--- config.mk ---
export PLATFORM = sky130hd
export DESIGN_NAME = dle_stuffed_frame_deframer_core
export DESIGN_NICKNAME = d
export VERILOG_FILES = /design/src/rtl/core/dsfd_pkg.sv /design/src/rtl/core/dsfd_in_stage.sv /design/src/rtl/core/dsfd_step.sv /design/src/rtl/core/dsfd_out_stage.sv /design/src/rtl/core/dle_stuffed_frame_deframer_core.sv
export VERILOG_INCLUDE_DIRS = /design/src /design/src/rtl/core
export SDC_FILE = /design/constraint.sdc
export NUM_CORES = 1
export LEC_CHECK = 0
export BUFFER_PORTS_ARGS = -buffer_cell sky130_fd_sc_hd__clkbuf_2
export CAP_MARGIN = 15
export CORE_MARGIN = 1
export CORE_UTILIZATION = 35
export DETAILED_ROUTE_END_ITERATION = 8
export HOLD_SLACK_MARGIN = 0.15
export SLEW_MARGIN = 20
export SYNTH_ARGS = -nofsm -noshare
export SYNTH_HDL_FRONTEND = slang
export SYNTH_SLANG_ARGS = --single-unit
--- constraint.sdc ---
create_clock -name clk -period 3.5 [get_ports clk]
set_clock_uncertainty 0.15 [all_clocks]
set_input_delay 0.7 -clock clk [delete_from_list [all_inputs] [get_ports clk]]
set_output_delay 0.7 -clock clk [all_outputs]
set_load 0.02 [all_outputs]
--- src/rtl/core/dle_stuffed_frame_deframer_core_assert.svh ---
// Assertion macros for the DLE frame deframer core.
// Used by dsfd_step, which checks its own state; depends on nothing else.
`ifndef DLE_STUFFED_FRAME_DEFRAMER_CORE_ASSERT_SVH
`define DLE_STUFFED_FRAME_DEFRAMER_CORE_ASSERT_SVH

// Same-cycle implication, sampled on clk, off while rst_n is low.
`define DSFD_ASSERT_IMP(name, ante, cons, msg) \
    name: assert property (@(posedge clk) disable iff (!rst_n) (ante) |-> (cons)) \
        else $error(msg);

// Next-cycle implication, sampled on clk, off while rst_n is low.
`define DSFD_ASSERT_NXT(name, ante, cons, msg) \
    name: assert property (@(posedge clk) disable iff (!rst_n) (ante) |=> (cons)) \
        else $error(msg);

`endif

--- src/rtl/core/dsfd_pkg.sv ---
// Package for the DLE frame deframer core: framing codes, count width
// and the result record shared by the step logic and the result register.
package dsfd_pkg;

    localparam int unsigned MAX_LEN = 256;
    localparam int unsigned CNT_W   = $clog2(MAX_LEN + 1);

    localparam logic [7:0] DLE_CODE = 8'h10;
    localparam logic [7:0] ETX_CODE = 8'h03;

    localparam int unsigned TDATA_W = 32;

    typedef struct packed {
        logic       write_valid;
        logic [7:0] write_index;
        logic [7:0] write_byte;
        logic       frame_done;
        logic [7:0] frame_length;
        logic       overflow;
    } result_t;

endpackage

--- src/rtl/core/dsfd_in_stage.sv ---
// Input register of the DLE frame deframer core.
// Holds one received byte until the step logic takes it; uses no package.
module dsfd_in_stage (
    input  logic       clk,
    input  logic       rst_n,
    input  logic       s_tvalid,
    output logic       s_tready,
    input  logic [7:0] s_tdata,   // [7:0] rx_byte
    input  logic       take,
    output logic       valid,
    output logic [7:0] rx_byte
);

    logic       valid_reg;
    logic       valid_next;
    logic [7:0] byte_reg;

    assign s_tready   = !valid_reg || take;
    assign valid_next = (s_tvalid && s_tready) || (valid_reg && !take);

    always_ff @(posedge clk or negedge rst_n)
    begin
        if (!rst_n)
        begin
            valid_reg <= 1'b0;
        end
        else
        begin
            valid_reg <= valid_next;
        end
    end

    always_ff @(posedge clk)
    begin
        if (s_tvalid && s_tready)
        begin
            byte_reg <= s_tdata;
        end
    end

    assign valid   = valid_reg;
    assign rx_byte = byte_reg;

endmodule

--- src/rtl/core/dsfd_step.sv ---
// Deframing step of the DLE frame deframer core: byte history, frame flag,
// DLE parity and byte count. Depends on dsfd_pkg and the assertion header.
`include "dle_stuffed_frame_deframer_core_assert.svh"

module dsfd_step (
    input  logic              clk,
    input  logic              rst_n,
    input  logic              fire,
    input  logic [7:0]        rx_byte,
    output dsfd_pkg::result_t res
);

    logic                       in_frame_reg;
    logic                       in_frame_next;
    logic [7:0]                 last_byte_reg;
    logic [7:0]                 last_byte_next;
    logic [7:0]                 before_last_reg;
    logic [7:0]                 before_last_next;
    logic                       parity_reg;
    logic                       parity_next;
    logic [dsfd_pkg::CNT_W-1:0] count_reg;
    logic [dsfd_pkg::CNT_W-1:0] count_next;

    logic                       is_dle;
    logic                       is_etx;
    logic [dsfd_pkg::CNT_W-1:0] cnt_inc;
    logic [dsfd_pkg::CNT_W-1:0] cnt_upd;
    logic [dsfd_pkg::CNT_W-1:0] len_cnt;
    logic [dsfd_pkg::CNT_W+7:0] idx_ext;
    logic [dsfd_pkg::CNT_W+7:0] len_ext;
    logic                       par_upd;
    logic                       hit_max;
    logic                       close;
    logic                       open;

    assign is_dle  = (rx_byte == dsfd_pkg::DLE_CODE);
    assign is_etx  = (rx_byte == dsfd_pkg::ETX_CODE);
    assign cnt_inc = count_reg + 1'b1;
    assign hit_max = (cnt_inc >= dsfd_pkg::CNT_W'(dsfd_pkg::MAX_LEN));
    assign par_upd = parity_reg ^ is_dle;
    // second DLE of a doubled pair pulls the count back: net no advance
    assign cnt_upd = (is_dle && !par_upd) ? count_reg : cnt_inc;
    assign close   = is_etx && (last_byte_reg == dsfd_pkg::DLE_CODE) && par_upd;
    assign len_cnt = cnt_upd - 1'b1;
    assign open    = !is_dle && (last_byte_reg == dsfd_pkg::DLE_CODE)
                     && (before_last_reg == dsfd_pkg::ETX_CODE);
    assign idx_ext = {8'd0, count_reg};
    assign len_ext = {8'd0, len_cnt};

    always_comb
    begin
        res           = '0;
        in_frame_next = in_frame_reg;
        parity_next   = parity_reg;
        count_next    = count_reg;
        if (in_frame_reg)
        begin
            res.write_valid = 1'b1;
            res.write_index = idx_ext[7:0];
            res.write_byte  = last_byte_reg;
            res.overflow    = hit_max;
            res.frame_done  = close;
            if (close)
            begin
                res.frame_length = len_ext[7:0];
            end
            in_frame_next = !(hit_max || close);
            parity_next   = par_upd;
            count_next    = cnt_upd;
        end
        else if (open)
        begin
            in_frame_next = 1'b1;
            parity_next   = 1'b0;
            count_next    = '0;
        end
    end

    assign last_byte_next   = fire ? rx_byte : last_byte_reg;
    assign before_last_next = fire ? last_byte_reg : before_last_reg;

    always_ff @(posedge clk or negedge rst_n)
    begin
        if (!rst_n)
        begin
            in_frame_reg    <= 1'b0;
            last_byte_reg   <= dsfd_pkg::ETX_CODE;
            before_last_reg <= dsfd_pkg::DLE_CODE;
            parity_reg      <= 1'b0;
            count_reg       <= '0;
        end
        else
        begin
            last_byte_reg   <= last_byte_next;
            before_last_reg <= before_last_next;
            if (fire)
            begin
                in_frame_reg <= in_frame_next;
                parity_reg   <= parity_next;
                count_reg    <= count_next;
            end
        end
    end

    `DSFD_ASSERT_IMP(a_count_bound, 1'b1,
        count_reg <= dsfd_pkg::CNT_W'(dsfd_pkg::MAX_LEN), "byte count beyond MAX_LEN")
    `DSFD_ASSERT_IMP(a_done_in_frame, res.frame_done || res.overflow,
        res.write_valid, "frame end reported outside a frame")
    `DSFD_ASSERT_NXT(a_done_leaves, fire && (res.frame_done || res.overflow),
        !in_frame_reg, "frame still open after it ended")
    `DSFD_ASSERT_NXT(a_open_clears, fire && !in_frame_reg && open,
        in_frame_reg && (count_reg == '0) && !parity_reg, "frame opened with stale count")

endmodule

--- src/rtl/core/dsfd_out_stage.sv ---
// Result register of the DLE frame deframer core: holds one result item
// until the sink takes it. Depends on dsfd_pkg for the result record.
module dsfd_out_stage (
    input  logic                            clk,
    input  logic                            rst_n,
    input  logic                            load,
    input  dsfd_pkg::result_t               res,
    output logic                            ready,
    output logic                            m_tvalid,
    input  logic                            m_tready,
    output logic [dsfd_pkg::TDATA_W-1:0]    m_tdata,
    output logic                            m_tlast
);

    logic              valid_reg;
    logic              valid_next;
    dsfd_pkg::result_t res_reg;

    assign ready      = !valid_reg || m_tready;
    assign valid_next = load || (valid_reg && !m_tready);

    always_ff @(posedge clk or negedge rst_n)
    begin
        if (!rst_n)
        begin
            valid_reg <= 1'b0;
        end
        else
        begin
            valid_reg <= valid_next;
        end
    end

    always_ff @(posedge clk)
    begin
        if (load)
        begin
            res_reg <= res;
        end
    end

    assign m_tvalid = valid_reg;
    assign m_tlast  = res_reg.frame_done;
    assign m_tdata  = {6'd0, res_reg.overflow, res_reg.frame_length,
                       res_reg.write_byte, res_reg.write_index, res_reg.write_valid};

endmodule

--- src/rtl/core/dle_stuffed_frame_deframer_core.sv ---
// DLE frame deframer core: takes one received byte per item and returns one
// result item per byte, reporting each kept payload byte with its index, the
// frame length on DLE ETX, and overflow when a frame reaches MAX_LEN bytes.
// Throughput is one item per clock while the sink is not stalled. An accepted byte
// passes the input register, then the deframing step and the result register,
// where its result goes valid. A stalled sink holds both registers.
module dle_stuffed_frame_deframer_core (
    input  logic                         clk,
    input  logic                         rst_n,
    input  logic                         s_tvalid,
    output logic                         s_tready,
    input  logic [7:0]                   s_tdata,  // [7:0] rx_byte
    output logic                         m_tvalid,
    input  logic                         m_tready,
    // [0] write_valid, [8:1] write_index, [16:9] write_byte,
    // [24:17] frame_length, [25] overflow, [31:26] zero
    output logic [dsfd_pkg::TDATA_W-1:0] m_tdata,
    output logic                         m_tlast   // frame_done
);

    logic              take;
    logic              in_valid;
    logic [7:0]        rx_byte;
    logic              fire;
    dsfd_pkg::result_t res;

    dsfd_in_stage u_in (
        .clk      (clk),
        .rst_n    (rst_n),
        .s_tvalid (s_tvalid),
        .s_tready (s_tready),
        .s_tdata  (s_tdata),
        .take     (take),
        .valid    (in_valid),
        .rx_byte  (rx_byte)
    );

    // advance the held byte only when the result register has room
    assign fire = in_valid && take;

    dsfd_step u_step (
        .clk     (clk),
        .rst_n   (rst_n),
        .fire    (fire),
        .rx_byte (rx_byte),
        .res     (res)
    );

    dsfd_out_stage u_out (
        .clk      (clk),
        .rst_n    (rst_n),
        .load     (fire),
        .res      (res),
        .ready    (take),
        .m_tvalid (m_tvalid),
        .m_tready (m_tready),
        .m_tdata  (m_tdata),
        .m_tlast  (m_tlast)
    );

endmodule

* After elaboration in Yosys (flattened, before gate mapping)
Index checks and enable logic that the tools add are counted.
** Word-level totals
- Bits in writable memories :: 0
- Bits in latches :: 0
- Input port bits :: 12
- Memory bits (read-only) :: 0
- Word-level logic and storage cells :: 55
- Memories :: 0
- Flip-flop bits (word level) :: 64
** Operators by class
- Multiplexer cells :: 9
- Bitwise operators :: 1
- Magnitude comparators :: 1
- Multiply operators :: 0
- Shifts and indexed selects :: 0
- Equal/unequal tests :: 4
- Reduce and logical (&&, ||, !) cells :: 24
- Add/sub/neg operators :: 2
- Div/mod/pow operators :: 0
** Operators by type and width (number)
- 27-bit 2-to-1 mux :: 1
- 9-bit 2-to-1 mux :: 3
- 8-bit by 2-bit == test with 1-bit output, second input constant :: 2
- 8-bit by 5-bit == test with 1-bit output, second input constant :: 2
- 9-bit by 1-bit adder with 9-bit output, second input constant :: 1
- 9-bit greater-or-equal comparator, second input constant :: 1
- 1-bit logical AND :: 9
- 8-bit 2-to-1 mux :: 1
- 8-bit by 1-bit subtractor with 8-bit output, second input constant :: 1
- 1-bit zero test :: 7
- 1-bit logical OR :: 5
- 1-bit 2-to-1 mux :: 4
- 2-bit AND reduction :: 2
- 2-bit nonzero test :: 1
- 1-bit bitwise XOR :: 1

* Logic depth before layout (Yosys ltp)
Gate-level depths: netlist of run 1.
- Depth in word-level cells :: 8
- Depth in mapped cells :: 9

* Hierarchy
From an unflattened synthesis of run 1, not the netlist that was laid out.
** Second synthesis, totals
- Cell total of the unflattened synthesis :: 217
- Area, all modules :: 2847.7 sq um
** Modules (own cells, without submodules)
- dsfd_step :: area an instance 1640.3 sq um, instances 1, sequential area each 679.4 sq um, cells an instance 167
- dsfd_out_stage :: area an instance 907.1 sq um, instances 1, sequential area each 835.8 sq um, cells an instance 37
- dsfd_in_stage :: area an instance 294.0 sq um, instances 1, sequential area each 265.3 sq um, cells an instance 12
- dle_stuffed_frame_deframer_core :: area an instance 6.3 sq um, instances 1, sequential area each 0.0 sq um, cells an instance 1

* Worst setup path before layout of run 1
No wires, ideal clock.
- Path kind :: reg-to-reg
- From :: reg u_in.byte_reg[1] (netlist: u_in.rx_byte[1])
- To :: reg u_out.res_reg (netlist bit u_out.m_tdata[24]), data pin
- Library setup time :: 0.254 ns
- Path slack :: 0.726 ns
- Arrival :: 2.370 ns
- Stages on the path, launching flop included :: 10
- Required time :: 3.096 ns
- Cells stage by stage :: edfxtp_1 -> or4_1 -> nor4_1 -> ha_1 -> buf_2 -> nor4b_1 -> a21oi_1 -> a2111oi_4 -> xor2_1 -> nor2_1
** On the way
- Longest elaborated chain between the ends :: 6
- Elaborated cells between the ends (all ways) :: 10
** Ends and longest elaborated chain
- start: declaration :: RTL line dsfd_in_stage.sv:16 : logic [7:0] byte_reg;
- start signal: assignment :: RTL line dsfd_in_stage.sv:37 : byte_reg <= s_tdata;
- 8-bit by 5-bit == test with 1-bit output :: RTL line dsfd_step.sv:36 : assign is_dle = (rx_byte == dsfd_pkg::DLE_CODE);
- 1-bit bitwise XOR :: RTL line dsfd_step.sv:40 : assign par_upd = parity_reg ^ is_dle;
- 1-bit zero test :: RTL line dsfd_step.sv:42 : assign cnt_upd = (is_dle && !par_upd) ? count_reg : cnt_inc;
- 1-bit logical AND :: RTL line dsfd_step.sv:42
- 9-bit 2-to-1 mux :: RTL line dsfd_step.sv:42
- 8-bit by 1-bit subtractor with 8-bit output :: RTL line dsfd_step.sv:44 : assign len_cnt = cnt_upd - 1'b1;
- end signal: assignment :: RTL line dsfd_out_stage.sv:38 : res_reg <= res;
- end: declaration :: RTL line dsfd_out_stage.sv:17 : dsfd_pkg::result_t res_reg;
Parallel ways exist; a longest one is shown, timed or not.
A chain may end at the register's enable or synchronous reset.

* Worst setup path after layout of run 1
- From :: reg u_in.byte_reg[3] (netlist: u_in.rx_byte[3])
- To :: reg u_out.res_reg (netlist bit u_out.m_tdata[24]), data pin
The elaborated chain is that of the path after synthesis.

==> results.sh, run 1 <==
export IMPL_io_buffers=40
export IMPL_layout_drive_gt1_share_pct=30.0
export IMPL_fp_dieArea_mm2=0.00867
export IMPL_worstPathRequired_ps=3450
export IMPL_timing_setup_tns_ps=0
export IMPL_synthTopCellsByCount="35 x edfxtp_1, 26 x dfrtp_1, 17 x and2_1"
export IMPL_crit_fanout=12
export IMPL_relSlewSlack_pct=49.4
export IMPL_synth_area_mm2=0.00291
export IMPL_worst_hold_path_type="in -> async"
export IMPL_drc=0
export IMPL_worst_pin_slew_ps=759
export IMPL_cts_buffer_depth=2
export IMPL_yosysTopAreaCellShare_pct=36.2
export IMPL_cts_hold_buf=0
export IMPL_ys_ff_latch=64
export IMPL_hold_violations=0
export IMPL_cts_root_buf="clkbuf_8"
export IMPL_regArea_mm2=0.00178
export IMPL_synth_cells=224
export IMPL_largest_reg_flops=26
export IMPL_cts_sinks=64
export IMPL_rsz0062_at_grt="false"
export IMPL_ys_types=45
export IMPL_pin_count=47
export IMPL_reg2reg_slack_ps=360
export IMPL_ys_warn_count=0
export IMPL_antenna_found_initial=0
export IMPL_drv_slew=0
export IMPL_synth_most_common_cell="edfxtp_1"
export IMPL_peakVddDrop_mv=0.184
export IMPL_n_antenna_cell=0
export IMPL_avgSynthCellArea_um2=13.0
export IMPL_worstPathArrival_ps=3080
export IMPL_r2r_cells=8
export IMPL_std_cell_rows=32
export IMPL_num_nets_final=280
export IMPL_drt_initial_drc_count=68
export IMPL_initial_core_util_pct=36.8
export IMPL_clock_latency_ps=340
export IMPL_cts_tree="built"
export IMPL_dr_pass1_iters=4
export IMPL_die_w_um=93.1
export IMPL_clk_pin_slew_ps=70
export IMPL_cts_max_level=3
export IMPL_startpoint_type="flip-flop"
export IMPL_outcome="complete, no violations"
export IMPL_crit_type="reg -> reg"
export IMPL_numCtsBuffers=9
export IMPL_vias_per_cell=4.89
export IMPL_grt_first_pass_wirelength_um=8650
export IMPL_yosysTopAreaCell="edfxtp_1"
export IMPL_p_leak_nw=1.36
export IMPL_dpl_hpwl_um=3620
export IMPL_final_antenna_net_count=0
export IMPL_crit_slowest_cell="or4_1"
export IMPL_slowest_delay_ps=520
export IMPL_wl_per_cell_um=14.2
export IMPL_final_fill_count=730
export IMPL_ys_seq_area_share_pct=61.3
export IMPL_setup_viol=0
export IMPL_wl_um=5270
export IMPL_grt_max_degree=30
export IMPL_cts_setup_buffers=0
export IMPL_async_flop_share_pct=45.3
export IMPL_synthToLayoutAreaGrowth_pct=16.0
export IMPL_synth_edff_count=35
export IMPL_routabilityCongestion=0.789
export IMPL_grt_ovfl_total=0
export IMPL_cp_end_kind="flip-flop"
export IMPL_synth_area_top_cells="edfxtp_1 36%, dfrtp_1 22%, mux2_2 6.2%, and2_1 3.7%, dfstp_2 2.7%"
export IMPL_r2r_end="u_out.m_tdata[24]"
export IMPL_grt_util_all_layers_pct=13.4
export IMPL_crit_chain="or4_1 > nor4_1 > ha_1 > nand4b_1 > mux2i_1 > a2111oi_4 > xor2_1 > nor2_1"
export IMPL_dr_total_vias=1818
export IMPL_postCtsResizedCells=0
export IMPL_synth_top_flop_cell="edfxtp_1"
export IMPL_holdWs_ps=269
export IMPL_power_density_mw_per_mm2=648
export IMPL_core_area_mm2=0.00789
export IMPL_drv_cap=0
export IMPL_rr_startpoint="u_in.rx_byte[3]"
export IMPL_fin_crit_sh_pct=89.6
export IMPL_dieHeight_um=93.1
export IMPL_period_needed_ps=3140
export IMPL_max_freq_ghz=0.319
export IMPL_multi_input_area_mm2=0.00101
export IMPL_grt_pass1_vias=1715
==> how the worst max path moves through the flow <==
stage,startpoint,slack (ps),depth (start not counted),to
floorplan,u_in.rx_byte[1],730,9,u_out.m_tdata[24]
global placement,u_in.rx_byte[1],490,8,u_out.m_tdata[24]
detailed placement,u_in.rx_byte[3],360,8,u_out.m_tdata[24]
CTS,u_in.rx_byte[3],340,8,u_out.m_tdata[24]
global route,u_in.rx_byte[1],170,8,u_out.m_tdata[23]
finish,u_in.rx_byte[3],360,8,u_out.m_tdata[24]
==> stage by stage <==
| stage | cell area, um2 | instances | utilization (%) | power (mW) | worst slack, ps |
|---|---|---|---|---|---|
| detailed placement | 3170 | 356 | 40.1 | 1.53 | 357 |
| finish | 3370 | 372 | 42.8 | 2.18 | 363 |
| global placement | 3170 | 356 | 40.1 | 1.51 | 488 |
| floorplan | 2930 | 229 | - | 1.40 | 726 |
| CTS | 3370 | 372 | 42.8 | 2.21 | 344 |
| global route | 3370 | 372 | 42.8 | 2.30 | 167 |
==> critical path: cells and delay by family (launching register included) <==
family                     cells  cell delay, ps
adders and majority gates      1             450
DFF                            1             440
and+or+nand+nor                4            1110
muxes                          1             180
xor gates and xnor gates       1             170
AOI/OAI and AO/OA              1             390
==> layout by cell type (no fill, tap or decap), types with 4 or more instances in the layout <==
master and count:
o21ai_0 8, xnor2_1 8, conb_1 6, nand3_1 9, mux2_2 16, nand2b_1 4
nor3_1 5, nand2_1 6, edfxtp_1 35, and2_1 17, nor4_1 4, dfrtp_1 26
clkbuf_2 40, a21oi_1 4, inv_1 6, clkbuf_8 9, nor2_1 10
==> logic make-up after synthesis <==
| logic type | after synthesis | share of synthesized area (%) |
|---|---|---|
| flip-flops | 64 | 61.3 |
| multiplexers | 19 | 7.23 |
| AND/OR/NAND/NOR | 78 | 16.2 |
| other | 1 | 0.129 |
| AO/OA/AOI/OAI | 24 | 6.07 |
| XOR/XNOR | 11 | 3.31 |
| buffers and inverters | 24 | 4.52 |
| adder cells (fa/ha/maj) | 3 | 1.29 |
==> power breakdown <==
| group | internal [mW] | switching, mW |
|---|---|---|
| sequential | 0.927 | 0.103 |
| combinational | 0.226 | 0.251 |
| clock | 0.400 | 0.278 |
==> layout make-up <==
type	count	share of cell area, %
inverter	6	0.668
sequential	64	52.8
clock buffer	12	4.01
tap	102	3.78
clock inverter	4	2.08
timing repair buffer	43	6.60
multi-input combinational	141	30.1
==> per-layer routing <==
metal	share of wire [%]	up-vias	global-route usage (%)
met5	0	-	0
met4	2.1	0	6.79
met3	4.3	11	3.74
met2	44	46	19.9
met1	49	873	18.1
li1	-	888	-
No activity file was read; power rests on OpenSTA's default activity.
==> inputs of run 2 (changes only) <==
CORE_ASPECT_RATIO = 0.7   (was not set)
PLACE_DENSITY = 0.57   (was not set)
==> run 2 against run 1 <==
Effect of this change: die area is essentially flat; hold slack gained 11 ps; non-clock buffer count shrank 1; register-to-register slack gained 40 ps; wire length grew 2.4%; via count shrank 1.2%; global-route usage grew 0.24 points; cell count shrank 0.54%; critical path depth is the same; largest cell class unchanged; largest power group unchanged; critical endpoint unchanged; sequential share of layout area shrank 0.79 points; sequential power is essentially flat.
==> results.sh, run 2 (same netlist as run 1, synthesis figures left out) <==
export IMPL_power_density_mw_per_mm2=668
export IMPL_wl_met2_um=2080
export IMPL_cp_startpoint="u_in.rx_byte[1]"
export IMPL_wl_um=5390
export IMPL_mostFrequentLayoutCells="40 x clkbuf_2, 35 x edfxtp_1, 26 x dfrtp_1"
export IMPL_worstPathArrival_ps=3030
export IMPL_core_area_mm2=0.00794
export IMPL_hold_violations=0
export IMPL_grt_first_pass_wirelength_um=9050
export IMPL_fp_dieArea_mm2=0.00868
export IMPL_p_leak_nw=1.39
export IMPL_grt_max_degree=30
export IMPL_clock_latency_ps=320
export IMPL_worstPathRequired_ps=3430
export IMPL_crit_type="reg -> reg"
export IMPL_cts_tree="built"
export IMPL_drc=0
export IMPL_io_buffers=40
export IMPL_timing_setup_tns_ps=0
export IMPL_grt_ovfl_total=0
export IMPL_rsz0062_at_grt="false"
export IMPL_setup_viol=0
export IMPL_peakVddDrop_mv=0.328
export IMPL_die_w_um=111
export IMPL_routabilityCongestion=0.839
export IMPL_clk_pin_slew_ps=50
export IMPL_dr_total_vias=1796
export IMPL_grt_util_all_layers_pct=13.7
export IMPL_dr_max_layer_used="met4"
export IMPL_worst_hold_path_type="in -> async"
export IMPL_layout_commonest_cell="clkbuf_2"
export IMPL_pin_count=47
export IMPL_max_freq_ghz=0.323
export IMPL_drt_initial_drc_count=128
export IMPL_final_cells=370
export IMPL_largest_reg_flops=26
export IMPL_crit_fanout=12
export IMPL_num_nets_final=279
export IMPL_grt_pass1_vias=1708
export IMPL_antenna_found_initial=0
export IMPL_n_antenna_cell=0
export IMPL_fin_crit_sh_pct=88.6
export IMPL_fin_area_mm2=0.00342
export IMPL_dp_cells=354
export IMPL_initial_core_util_pct=36.6
export IMPL_synthToLayoutAreaGrowth_pct=17.8
export IMPL_drv_slew=0
export IMPL_rr_startpoint="u_in.rx_byte[1]"
export IMPL_startpoint_type="flip-flop"
export IMPL_dr_pass1_iters=4
export IMPL_wl_met1_um=2970
export IMPL_cts_setup_buffers=0
export IMPL_vias_per_cell=4.85
export IMPL_drv_cap=0
export IMPL_dieHeight_um=78.2
export IMPL_cts_sinks=64
export IMPL_std_cell_rows=27
export IMPL_cts_buffer_depth=2
export IMPL_worst_pin_slew_ps=741
export IMPL_cts_max_level=3
export IMPL_outcome="complete, no violations"
export IMPL_final_antenna_net_count=0
export IMPL_place_area_mm2=0.00316
export IMPL_wl_per_cell_um=14.6
export IMPL_cts_hold_buf=0
export IMPL_relSlewSlack_pct=50.6
export IMPL_layout_drive_gt1_share_pct=30.5
export IMPL_period_needed_ps=3100
export IMPL_cp_end_kind="flip-flop"
export IMPL_wl_met3_um=294
export IMPL_dpl_hpwl_um=3830
export IMPL_postCtsResizedCells=0
export IMPL_numCtsBuffers=9
export IMPL_cts_root_buf="clkbuf_16"
run 2: cell types whose count changed in the layout (fill, tap and decap cells not counted), sizes merged:
cell      previous run  this run
bufinv               2         0
clkinv               2         5
clkinvlp             0         1
clkbuf              52        50
buf                  3         2
run 2: metrics by stage:
step	power [mW]	util [%]	hold WS [ps]	worst slack [ps]
final	2.29	43.1	280	400
after global routing	2.42	43.1	333	235
after CTS	2.31	43.1	299	396
after detailed placement	1.52	39.8	336	410
after global placement	1.51	39.8	334	492
after floorplan	1.40	-	254	726
run 2: where the power goes:
| part | total [mW] | leakage [nW] | switching, mW | internal, mW |
|---|---|---|---|---|
| combinational | 0.471 | 0.565 | 0.255 | 0.215 |
| sequential | 1.04 | 0.688 | 0.108 | 0.929 |
| clock | 0.779 | 0.132 | 0.305 | 0.474 |
| total | 2.29 | 1.39 | 0.668 | 1.62 |
run 2: path summary, 6_finish.rpt:
path | cells after the start | slack (ps) | end
max in group asynchronous | 1 | 2440 | u_step.count_reg[1]
worst max register to register | 8 | 400 | u_out.m_tdata[24]
worst min-delay path | 1 | 280 | u_step.last_byte_reg[7]
worst max-delay path | 8 | 400 | u_out.m_tdata[24]
worst min register to register | 1 | 350 | u_step.before_last_reg[0]
min in group clk | 1 | 350 | u_step.before_last_reg[0]
run 2: per-layer routing:
layer	vias to the layer above	global-route usage, %
li1	888	-
met3	4	4.79
met1	850	20.4
met5	-	0
met2	54	17.6
met4	0	5.60
run 2: final cells by class:
cell class              count  area (um2)
clock inverters             6        36.3
repair buffers             42         215
multi-input cells         141        1010
well taps                 101         126
inverters                   6        22.5
fillers                   725        4520
flip-flops and latches     64        1780
clock buffers              10         229
run 2: worst max-delay path, cell delays in order (launching register included):
cell and delay [ps]:
edfxtp_1 410, or4_1 520, nor4_1 220, ha_1 470, nand4b_1 270, mux2i_1 170
a2111oi_4 390, xor2_1 200, nor2_1 50
==> inputs of run 3 (changes only) <==
SYNTH_HIERARCHICAL = 1   (was not set)
==> run 3 against run 2 <==
Effect of this change: core utilization is 0.18 points higher; clock power increased by 13%; synthesized area down 2.0%; die area fell by 2.0%; combinational power hardly changed; worst setup slack better by 130 ps; via count down 3.9%; sequential share of layout area grew 0.23 points; first-iteration DRC count did not move; critical path depth stayed put.
==> results.sh, run 3 <==
export IMPL_outcome="complete, no violations"
export IMPL_initial_core_util_pct=36.2
export IMPL_routabilityCongestion=0.725
export IMPL_numCtsBuffers=9
export IMPL_final_fill_count=742
export IMPL_timing_setup_tns_ps=0
export IMPL_antenna_found_initial=0
export IMPL_synthTopCellsByCount="35 x edfxtp_1, 26 x dfrtp_1, 17 x and2_1"
export IMPL_drt_initial_drc_count=128
export IMPL_synth_most_common_cell="edfxtp_1"
export IMPL_rsz0062_at_grt="false"
export IMPL_vias_per_cell=4.74
export IMPL_setup_viol=0
export IMPL_synthToLayoutAreaGrowth_pct=19.7
export IMPL_worstPathArrival_ps=2880
export IMPL_grt_busiest_layer="met2"
export IMPL_dpl_hpwl_um=3370
export IMPL_final_antenna_net_count=0
export IMPL_power_density_mw_per_mm2=705
export IMPL_ys_warn_count=6
export IMPL_yosysTopAreaCellShare_pct=36.9
export IMPL_dp_cells=348
export IMPL_dr_pass1_iters=6
export IMPL_layout_commonest_cell="clkbuf_2"
export IMPL_crit_fanout=10
export IMPL_yosysTopAreaCell="edfxtp_1"
export IMPL_met3_usage_pct=4.20
export IMPL_dr_total_vias=1726
export IMPL_cts_max_level=3
export IMPL_worst_pin_slew_ps=726
export IMPL_period_needed_ps=2970
export IMPL_hold_violations=0
export IMPL_final_cells=364
export IMPL_ys_types=46
export IMPL_n_antenna_cell=0
export IMPL_pin_count=47
export IMPL_async_flop_share_pct=45.3
export IMPL_dieHeight_um=77.5
export IMPL_synth_edff_count=35
export IMPL_cts_root_buf="clkbuf_16"
export IMPL_synth_cells=217
export IMPL_cts_sinks=64
export IMPL_avgSynthCellArea_um2=13.1
export IMPL_ys_seq_area_share_pct=62.5
export IMPL_drc=0
export IMPL_worstPathRequired_ps=3410
export IMPL_postCtsResizedCells=0
export IMPL_drv_slew=0
export IMPL_grt_first_pass_wirelength_um=8370
export IMPL_relSlewSlack_pct=51.6
export IMPL_cts_hold_buf=0
export IMPL_grt_ovfl_total=0
export IMPL_num_nets_final=273
export IMPL_core_area_mm2=0.00787
export IMPL_std_cell_rows=27
export IMPL_grt_max_degree=47
export IMPL_wl_per_cell_um=13.6
export IMPL_clk_pin_slew_ps=50
export IMPL_peakVddDrop_mv=0.232
export IMPL_synth_area_mm2=0.00285
export IMPL_fin_crit_sh_pct=85.0
export IMPL_startpoint_type="flip-flop"
export IMPL_cts_tree="built"
export IMPL_place_area_mm2=0.00311
export IMPL_largest_reg_flops=26
export IMPL_p_leak_nw=1.39
export IMPL_worst_hold_path_type="in -> async"
export IMPL_synth_top_flop_cell="edfxtp_1"
export IMPL_clock_latency_ps=330
export IMPL_wl_um=4970
export IMPL_io_buffers=40
export IMPL_drv_cap=0
export IMPL_mostFrequentLayoutCells="40 x clkbuf_2, 35 x edfxtp_1, 26 x dfrtp_1"
export IMPL_multi_input_area_um2=976
export IMPL_cts_setup_buffers=0
export IMPL_met2_usage_pct=19.1
export IMPL_grt_util_all_layers_pct=13.0
export IMPL_cp_end_kind="flip-flop"
export IMPL_grt_pass1_vias=1674
export IMPL_layout_drive_gt1_share_pct=33.5
export IMPL_use_met1_pct=17.5
export IMPL_cts_buffer_depth=2
export IMPL_max_freq_ghz=0.336
export IMPL_regArea_mm2=0.00178
export IMPL_ys_ff_latch=64
export IMPL_fin_area_mm2=0.00341
export IMPL_die_w_um=110
export IMPL_synth_area_top_cells="edfxtp_1 37%, dfrtp_1 23%, mux2_2 6.3%, and2_1 3.7%, dfstp_2 2.8%"
export IMPL_fp_dieArea_mm2=0.00851
export IMPL_crit_type="reg -> reg"
run 3: cell types whose count changed after synthesis, moves of 3 or more:
cell     previous run  this run
xor2_1              3         7
inv_1               6         3
nand3_1             9        12
o31ai_1             3         0
run 3: metal layers:
layer,vias to the layer above,share of wire (%)
li1,847,-
met1,833,50
met2,36,44
met3,10,4.2
met4,0,1.5
met5,-,0
run 3: path summary, 6_finish.rpt:
path / startpoint / to / slack (ps) / depth (start not counted)
max in group asynchronous: rst_n / u_step/last_byte_reg[7] / 2460 / 1
min in group clk: u_step/before_last_reg[0] / u_step/before_last_reg[0] / 350 / 1
hold reg to reg: u_step/before_last_reg[0] / u_step/before_last_reg[0] / 350 / 1
setup reg to reg: u_in/rx_byte[3] / u_out/m_tdata[24] / 530 / 8
hold / removal: rst_n / u_step/last_byte_reg[3] / 270 / 1
setup / recovery: u_in/rx_byte[3] / u_out/m_tdata[24] / 530 / 8
run 3: through the flow:
stage               hold WS, ps  power, mW  setup WS (ps)  utilization (%)
floorplan                   254       1.42            444                -
CTS                         305       2.43            539             43.3
detailed placement          339       1.54            555             39.5
finish                      274       2.40            526             43.3
global route                346       2.52            312             43.3
global placement            334       1.53            644             39.5
run 3: worst max-delay path, stage by stage, from the launching register on:
cell and delay, ps:
edfxtp_1 390, nor3_1 300, and4_1 260, ha_1 350, or3b_2 520, a21oi_4 190, o211ai_2 140, nor4_1 330
nor3_1 90
run 3: where the power goes:
part,internal [mW],leakage [nW],switching [mW]
Clock,0.568,0.145,0.310
Sequential,0.951,0.690,0.107
Combinational,0.212,0.558,0.256
run 3: cells by family after synthesis:
family | synth area share [%]
AND/OR/NAND/NOR | 17.1
AO/OA/AOI/OAI | 4.31
other | 0.132
adder cells (fa/ha/maj) | 1.32
XOR/XNOR | 4.00
multiplexers | 6.68
buffers and inverters | 3.91
flip-flops | 62.5
run 3: layout make-up:
type	count	area share (%)
Tap cell	101	3.71
Clock buffer	11	7.12
Timing Repair Buffer	42	6.31
Inverter	3	0.330
Multi-Input combinational cell	138	28.6
Sequential cell	64	52.2
Clock inverter	5	1.65
